<file path="src/design/fsmk_pkg.sv">
// ----------------------------------------------------------------------------
// fsmk_pkg: shared types and constants
// Operation codes, field widths and the token that moves along the cell chain.
// ----------------------------------------------------------------------------
package fsmk_pkg;

  localparam int PTIME_W = 16;
  localparam int MACH_W  = 4;
  localparam int COMP_W  = 26;
  localparam int CFG_W   = 5;

  localparam logic [COMP_W-1:0] COMP_CAP = {COMP_W{1'b1}};

  typedef enum logic {
    OP_WRITE = 1'b0,
    OP_SEQ   = 1'b1
  } op_t;

  typedef struct packed {
    logic               v;
    op_t                op;
    logic               last;
    logic [MACH_W-1:0]  machine;
    logic [PTIME_W-1:0] ptime;
  } tok_t;

endpackage

</file>
<file path="src/design/fsmk_cell.sv">
// ----------------------------------------------------------------------------
// fsmk_cell: one machine of the flow shop chain
// Holds the machine's column of processing times and its completion time,
// and registers each token before handing it on to the next machine.
// ----------------------------------------------------------------------------
module fsmk_cell #(
  parameter int JOBS  = 64,
  parameter int INDEX = 0
) (
  input  logic                                clk,
  input  logic                                rst,
  input  fsmk_pkg::tok_t                      up_tok,
  input  logic [$clog2(JOBS)-1:0]             up_job,
  input  logic [fsmk_pkg::COMP_W-1:0]         up_comp,
  input  logic                                active,
  input  logic                                is_final,
  output fsmk_pkg::tok_t                      tok,
  output logic [$clog2(JOBS)-1:0]             job,
  output logic [fsmk_pkg::COMP_W-1:0]         comp,
  output logic                                res_v,
  output logic [fsmk_pkg::COMP_W-1:0]         res_done
);
  import fsmk_pkg::*;

  logic [PTIME_W-1:0] mem [JOBS];
  logic [PTIME_W-1:0] rdata;
  logic               fresh;
  logic [COMP_W-1:0]  start;
  logic [COMP_W:0]    sum;
  logic [COMP_W-1:0]  done;
  logic               do_seq;

  // table write travels in order with the jobs, so reads see program order
  always_ff @(posedge clk) begin
    if (up_tok.v && up_tok.op == OP_WRITE && 32'(up_tok.machine) == INDEX) begin
      mem[up_job] <= up_tok.ptime;
    end
    rdata <= mem[up_job];
  end

  always_comb begin
    start = fresh ? '0 : comp;
    if (up_comp > start) begin
      start = up_comp;
    end
    sum  = {1'b0, start} + (COMP_W+1)'(rdata);
    done = sum[COMP_W] ? COMP_CAP : sum[COMP_W-1:0];
  end

  assign do_seq   = tok.v && tok.op == OP_SEQ;
  assign res_v    = do_seq && tok.last && is_final;
  assign res_done = done;

  always_ff @(posedge clk) begin
    if (rst) begin
      tok.v <= 1'b0;
      fresh <= 1'b1;
    end else begin
      tok.v <= up_tok.v;
      // a closing job clears every machine, in use or not
      if (do_seq && (active || tok.last)) begin
        fresh <= tok.last;
      end
    end
    tok.op      <= up_tok.op;
    tok.last    <= up_tok.last;
    tok.machine <= up_tok.machine;
    tok.ptime   <= up_tok.ptime;
    job         <= up_job;
    if (do_seq && active) begin
      comp <= done;
    end
  end

endmodule

</file>
<file path="config.mk">
export PLATFORM = sky130hd
export DESIGN_NAME = fsmk_cell
export DESIGN_NICKNAME = d
export VERILOG_FILES = /design/src/design/fsmk_pkg.sv /design/src/design/fsmk_cell.sv
export SDC_FILE = /design/constraint.sdc
export NUM_CORES = 1
export LEC_CHECK = 0
export BUFFER_PORTS_ARGS = -buffer_cell sky130_fd_sc_hd__buf_2
export CELL_PAD_IN_SITES_DETAIL_PLACEMENT = 0
export CELL_PAD_IN_SITES_GLOBAL_PLACEMENT = 1
export CORE_ASPECT_RATIO = 0.7
export CORE_MARGIN = 2
export CORE_UTILIZATION = 50
export CTS_CLUSTER_DIAMETER = 100
export DETAILED_ROUTE_END_ITERATION = 16
export PLACE_DENSITY_LB_ADDON = 0.12
export SYNTH_ARGS = -nofsm -noshare
export SYNTH_HDL_FRONTEND = slang
export SYNTH_SLANG_ARGS = --single-unit
</file>
<file path="constraint.sdc">
create_clock -name clk -period 10.61 [get_ports clk]
set_input_delay 0.5305 -clock clk [delete_from_list [all_inputs] [get_ports clk]]
set_output_delay 0.5305 -clock clk [all_outputs]
set_load 0.01 [all_outputs]
</file>
==> metrics.md, run 1 <==
| Metric | Value |
|---|---|
| Clock Latency Late Sink | `0.69 ns` |
| Synth Cell Area | `0.0408 mm²` |
| CTS tree | `built` |
| Share of layout cells above drive strength 1 | `15.3%` |
| LEAKAGE | `roughly 0.015 µW` |
| Final Hold Viols | `0` |
| Area Overhead vs Synth | `13.9%` |
| Initial Utilization | `50.6%` |
| Seq/Total Area, Yosys | `approximately four fifths` |
| Most used DFF post-synth | `edfxtp_1` |
| Crit. End Element | `primary output` |
| CP max stage delay | `0.58 ns` |
| Die width | `346 µm` |
| First-pass GRT wire length | `169000 µm` |
| DRC viols | `0` |
| Worst path slowest cell | `inv_1` |
| Final Setup Violations | `0` |
| Initial antenna violation count | `3` |
| Die H | `between 200 and 250 µm` |
| Initial DRT Pass Iterations | `5` |
| Routed via count | `24007` |
| Clk buf depth | `3` |
| Largest net degree at the start of global routing | `101` |
| Resized Gates After CTS | `0` |
| Vias in the first global route | `about 23000` |
| Max IR drop VDD | `145 µV` |
| Hold_ws | `0.0718 ns` |
| WP data arrival | `6.63 ns` |
| Fmax | `approximately 0.14 GHz` |
| Post-DP HPWL | `66000 µm` |
| Status | `finished, final reports clean` |
| Mapped Cells | `between 2000 and 2500` |
| Drt initial violations | `3294` |
| Post-CTS Setup Bufs | `0` |
| CP cell instances | `inv_1 -> nand2_1 -> ha_1 -> nand4_2 -> nor4_4 -> o41ai_2 -> a22oi_4 -> mux2_2 -> ha_1 -> inv_1 -> fa_1 -> nand2b_1 -> a21oi_1 -> o221ai_1 -> a21oi_1 -> a221o_1 -> o211ai_1 -> buf_4 -> a21boi_0 -> o21ai_1 -> buf_2` |
| Syn_nets | `2469` |
| Remaining antenna violation count after routing | `0` |
| Layout Utilization | `57.7%` |
| Number of flops mapped to enable cells by yosys | `1050` |
| Storage cell area | `0.0325 mm²` |
| Worst-Margin Slew | `1.25 ns` |
| Maxcap violations | `0` |
| Power Density | `191 mW/mm²` |
| IO Count | `141` |
| Mean Syn Cell Area | `approximately 17 µm²` |
| Ys Warns | `0` |
| Number of distinct library cells after synthesis | `60` |
| GRT Total Usage | `about 28%` |
| Die area | `0.0840 mm²` |
| Slew headroom | `between 10% and 20%` |
| Avg WL per Cell | `approximately 32 µm` |
| Setup_tns | `0 ns` |
| Clk sink count | `roughly 1100` |
| RD Place Congestion | `0.932` |
| Total power draw | `8900 µW` |
| R2R setup slack | `4.66 ns` |
| Crit share post-route | `67.5%` |
| H-tree level count | `3` |
| CORE AREA | `0.0807 mm²` |
| TritonCTS buffer count | `101` |
| Area of the multi-input gates | `a little under 0.008 mm²` |
| Min cycle time layout | `7.16 ns` |
| DRT Wirelength | `118000 µm` |
| Clock slew at reported path FFs | `0.07 ns` |
| RSZ-0062 raised after global routing | `false` |
| Post-synthesis sequential element count | `1096` |
| DR vias/cell | `roughly 6.4` |
| Grt total ovfl | `0` |
| Crit Path Class | `reg2out` |
| Startpoint Class | `flip-flop` |
| # port buffers | `140` |
| CTS Root Cell | `clkbuf_16` |
| Critical Path Fanout Max | `25` |
| Critical path required time | `10.08 ns` |
| Final nets | `around 2700` |
| Async S/R FF share, synth | `0%` |
| Hold_buf cts | `7` |
| Layout Skew | `0.0322 ns` |
| Worst hold path class | `in2reg` |
| Row count | `87` |
| FILL cells | `6115` |
| Slew Limit Fails | `0` |
cell usage in the layout, fill, tap and decap left out, types with 9 or more instances in the layout:
cell / count
a21oi_1: 64
a221oi_1: 104
a22o_1: 103
a22oi_1: 306
a31oi_1: 98
and3_1: 9
buf_2: 140
buf_4: 99
clkbuf_1: 28
clkbuf_16: 102
clkinv_1: 20
clkinv_2: 11
dfxtp_1: 46
edfxtp_1: 1050
ha_1: 43
inv_1: 14
nand2_1: 84
nand3_1: 29
nand4_1: 38
nor2_1: 82
nor3_1: 9
nor4_1: 16
o21ai_0: 26
xnor2_1: 14
worst max-delay path, delay by kind of cell (launching register included):
kind	cells	cell delay [ns]
AO/OA/AOI/OAI	9	2.25
adder cells (fa/ha/maj)	3	1.02
buffers and inverters	4	1.07
flip-flops	1	0.36
multiplexers	1	0.22
AND/OR/NAND/NOR	4	0.99
cell usage after synthesis (7+ instances only):
library cell | instances | share of area [%]
edfxtp_1 | 1050 | 77
nor3_1 | 10 | 0.12
a21o_1 | 7 | 0.13
nor2_1 | 83 | 0.76
a22o_1 | 103 | 2.2
a22oi_1 | 306 | 5.6
nand2_1 | 84 | 0.77
dfxtp_1 | 46 | 2.3
xor2_1 | 8 | 0.17
clkbuf_1 | 98 | 0.90
and3_1 | 10 | 0.15
nand3_1 | 29 | 0.36
a31oi_1 | 98 | 1.5
inv_1 | 14 | 0.13
nand4_1 | 38 | 0.58
xnor2_1 | 14 | 0.30
a21oi_1 | 64 | 0.78
o21ai_0 | 26 | 0.32
ha_1 | 43 | 1.3
buf_1 | 38 | 0.35
nor4_1 | 17 | 0.26
a221oi_1 | 104 | 2.2
final cells by class:
type	instances	area share (%)
tap	1068	2.87
sequential	1096	69.8
timing repair buffer	251	3.47
antenna	2	0.0108
inverter	14	0.113
multi-input combinational	1113	16.8
clock buffer	135	5.86
clock inverter	52	1.09
logic make-up (layout without fill, tap and decap cells):
family / count (synthesis) / in the layout / share of synthesized area [%]
buffers and inverters: 157 / 452 / 1.48
multiplexers: 3 / 3 / 0.0888
AO/OA/AOI/OAI: 738 / 738 / 13.5
flip-flops: 1096 / 1096 / 79.5
adder cells (fa/ha/maj): 44 / 44 / 1.37
other: 0 / 2 / 0
AND/OR/NAND/NOR: 306 / 306 / 3.68
XOR/XNOR: 22 / 22 / 0.472
state kept, by name, indices dropped and copies added, names as in the netlist:
name and count:
mem 1024, job 6, comp 26, fresh 1, tok 23, rdata 16
power breakdown:
part | switching, µW | total [µW] | internal, µW
Clock | 1590 | 3570 | 1980
Sequential | 10.3 | 4770 | 4760
Combinational | 385 | 549 | 164
per-stage QoR:
stage	std cells	instance area, µm²	worst slack, ns
2_1_floorplan	2366	40800	4.91
3_3_place_gp	3535	43200	4.43
3_5_place_dp	3535	43200	4.27
4_1_cts	3729	46500	3.52
5_1_grt	3729	46500	3.01
6_report	3731	46500	3.45
worst paths after layout:
path / from / endpoint / cells past startpoint
setup / recovery: fresh$_SDFFE_PP1P_ / res_done[20] / 21
setup reg to reg: fresh$_SDFFE_PP1P_ / comp[20]$_DFFE_PP_ / 20
hold reg to reg: mem[43][2]$_DFFE_PP_ / rdata[2]$_DFF_P_ / 4
hold / removal: up_job[1] / job[1]$_DFF_P_ / 1
layer usage:
metal	GRT usage (%)	part of all wire, %
met1	42.9	44
met2	41.4	45
met3	5.25	9.2
met4	7.64	2.5
met5	0	0.011
(Power assumes the default switching activity.)
==> inputs of run 2 (changes only) <==
--- a/config.mk
+++ b/config.mk
@@ -10,7 +10,7 @@
 export CELL_PAD_IN_SITES_GLOBAL_PLACEMENT = 1
 export CORE_ASPECT_RATIO = 0.7
 export CORE_MARGIN = 2
-export CORE_UTILIZATION = 50
+export CORE_UTILIZATION = 48
 export CTS_CLUSTER_DIAMETER = 100
 export DETAILED_ROUTE_END_ITERATION = 16
 export PLACE_DENSITY_LB_ADDON = 0.12
==> constraint.sdc (replaced) <==
create_clock -name clk -period 6.4 [get_ports clk]
set_input_delay 0.32 -clock clk [delete_from_list [all_inputs] [get_ports clk]]
set_output_delay 0.32 -clock clk [all_outputs]
set_load 0.01 [all_outputs]
==> run 2 against run 1 <==
  * Die area rose by 4.1%
  * Critical endpoint is now res_done[22]
  * Power rose by 67%
  * Combinational power rose by 69%
  * Critical path type unchanged
==> metrics.md, run 2 (synthesized netlist as in run 1, its figures left out) <==
| Metric | Value |
|---|---|
| Status | `finished, final reports clean` |
| Cell family with most CP delay | `compound AO/OA/AOI/OAI gates` |
| Clock slew at reported path FFs | `0.06 ns (about the same)` |
| Crit path to | `res_done[22]` |
| Crit share post-route | `a little over nine tenths` |
| IO Count | `141 (unchanged)` |
| Int Pwr | `11600 µW (+67%)` |
| Maxcap violations | `0 (unchanged)` |
| Critical path buffers and inverters | `5 (+1)` |
| CTS tree | `built` |
| H-tree level count | `3 (unchanged)` |
| Min cycle time layout | `6.05 ns` |
| CTS Root Cell | `clkbuf_16` |
| Clk sink count | `1096 (unchanged)` |
| Row count | `89 (+2.3%)` |
| Fmax | `between 0.15 and 0.2 GHz` |
| Worst Setup SP | `fresh$_SDFFE_PP1P_` |
| Largest register FFs | `1024 (unchanged)` |
| FILL cells | `6580 (+7.6%)` |
| Routed via count | `23862 (-0.60%)` |
| Clk buf depth | `3 (unchanged)` |
| Final Setup Violations | `0 (unchanged)` |
| TritonCTS buffer count | `103 (+2.0%)` |
| Register-to-Register Path Depth | `20 (unchanged)` |
| Critical Path Fanout Max | `11 (-56%)` |
| DRC viols | `0 (unchanged)` |
| Worst hold path class | `in2reg` |
| DR vias/cell | `6.23 (-3.2%)` |
| CP max stage delay | `0.43 ns (-0.15 ns)` |
| R2R setup slack | `1.26 ns (-3.40 ns)` |
| Die area | `0.0875 mm² (+4.1%)` |
| First-pass GRT wire length | `167000 µm (-1.2%)` |
| Post-DP HPWL | `67300 µm (+2.1%)` |
| Setup_tns | `0 ns (unchanged)` |
| Remaining antenna violation count after routing | `0 (unchanged)` |
| LEAKAGE | `0.0150 µW (+1.2%)` |
| DRT Wirelength | `118000 µm (about the same)` |
| WP data arrival | `5.73 ns (-0.90 ns)` |
| Grt total ovfl | `0 (unchanged)` |
| Layout Skew | `0.0221 ns (-0.0100 ns)` |
| R2R Path End | `comp[21]$_DFFE_PP_` |
| Avg WL per Cell | `30.8 µm (-2.6%)` |
| Most frequent cells in the layout | `1050 x edfxtp_1, 306 x a22oi_1, 140 x buf_2, 113 x buf_4` |
| Final Hold Viols | `0 (unchanged)` |
| Critical path required time | `6.08 ns (-4.00 ns)` |
| Initial Utilization | `48.4% (-2.2 points)` |
| # port buffers | `140 (unchanged)` |
| Commonest non-fill, non-tap cell in the layout | `edfxtp_1` |
| Area Overhead vs Synth | `15.0%` |
| Initial DRT Pass Iterations | `5 (unchanged)` |
| CP Depth | `22 (+4.8%)` |
| Top reg by flops | `mem` |
| Die H | `248 µm (+2.0%)` |
| Combinational Power Share | `6.3% (about the same)` |
| Max IR drop VDD | `252 µV (+74%)` |
| RSZ-0062 raised after global routing | `false` |
| Worst path slowest cell | `fa_1` |
| Worst-Margin Slew | `1.34 ns (+0.0889 ns)` |
| Clock Latency Late Sink | `0.68 ns (about the same)` |
| Regs by FF count | `mem x1024, comp x26, tok x23` |
| Startpoint Class | `flip-flop` |
| GRT Total Usage | `26.8% (-1.3 points)` |
| Die width | `353 µm (+2.0%)` |
| Slew headroom | `10.6% (-5.9 points)` |
| Part of the power in the clock network | `40.4% (+0.2 points)` |
| Crit. End Element | `primary output` |
| Power Density | `316 mW/mm² (+65%)` |
| Initial antenna violation count | `6 (+3)` |
| P_sw | `3300 µW (+66%)` |
| CORE AREA | `0.0843 mm² (+4.5%)` |
| Layout Utilization | `55.7% (-2.0 points)` |
| Crit Path Class | `reg2out` |
| Switching share of total power | `22.2% (-0.12 points)` |
| Sequential Power Share | `53.3% (-0.4 points)` |
| Drt initial violations | `3209 (-2.6%)` |
| CP cell instances | `clkinvlp_4 -> buf_4 -> nand2_1 -> ha_1 -> nand4_1 -> nor4_4 -> o41ai_2 -> a22oi_4 -> mux2_2 -> ha_1 -> inv_1 -> fa_1 -> nand2b_1 -> a21oi_2 -> o221ai_1 -> a21oi_2 -> a221o_2 -> buf_4 -> a41o_1 -> o32ai_1 -> a31oi_1 -> buf_2` |
| Final nets | `2710 (+1.1%)` |
| RD Place Congestion | `0.863 (-7.4%)` |
| Worst r2r src | `fresh$_SDFFE_PP1P_` |
| Share of layout cells above drive strength 1 | `16.3% (+1.0 points)` |
| Vias in the first global route | `22921 (+0.44%)` |
| Slew Limit Fails | `0 (unchanged)` |
| Largest net degree at the start of global routing | `95 (-5.9%)` |
## run 2: how the worst min path moves through the flow
stage / startpoint / to / slack [ns] / cells past startpoint
floorplan: up_job[0] / job[0]$_DFF_P_ / 0.35 / 0
global placement: up_tok[20] / tok[20]$_DFF_P_ / 0.43 / 1
detailed placement: up_tok[20] / tok[20]$_DFF_P_ / 0.42 / 1
CTS: up_tok[14] / mem[42][14]$_DFFE_PP_ / 0.04 / 1
global route: up_tok[14] / mem[45][14]$_DFFE_PP_ / 0.07 / 1
finish: up_tok[14] / mem[42][14]$_DFFE_PP_ / 0.08 / 1
## run 2: power by group through the flow
stage | Clock, µW | Combinational, µW | Sequential (µW)
after floorplan | 0 | 444 | 8070
after global placement | 0 | 892 | 8070
after detailed placement | 0 | 906 | 8070
after CTS | 6090 | 917 | 7920
after global routing | 6360 | 1000 | 7910
final | 6010 | 930 | 7910
## run 2: cell type report
class | count | area (µm²) | area share [%]
diodes | 1 | 2.50 | 0.00533
clock buffers | 131 | 2710 | 5.78
inverters | 14 | 56.3 | 0.120
repair buffers | 279 | 1880 | 4.00
flip-flops and latches | 1096 | 32500 | 69.1
clock inverters | 61 | 569 | 1.21
multi-input cells | 1113 | 7850 | 16.7
well taps | 1137 | 1420 | 3.03
## run 2: timing repair
action,CTS,global route
hold buffers,16,0
setup endpoints to repair,26,26
hold endpoints to repair,16,0
gates resized for setup,2,11
pin swaps,0,6
buffers inserted,2,6
## run 2: through the flow
stage,std cells,area (µm²),hold WS (ns),setup WS (ns),total power (µW)
after floorplan,2366,40800,0.348,0.914,8510
after global placement,3615,43400,0.426,0.406,8960
after detailed placement,3615,43400,0.425,0.294,8970
after CTS,3825,46900,0.0400,0.00640,14900
after global routing,3831,46900,0.0724,0.0107,15300
final,3832,46900,0.0776,0.346,14900
## run 2: routing by layer
metal	part of all wire (%)	global-route usage, %	routed length (µm)
met1	43	39.7	50900
met2	45	40.3	53100
met3	9.4	5.84	11100
met4	2.3	7.20	2760
met5	0	0	0
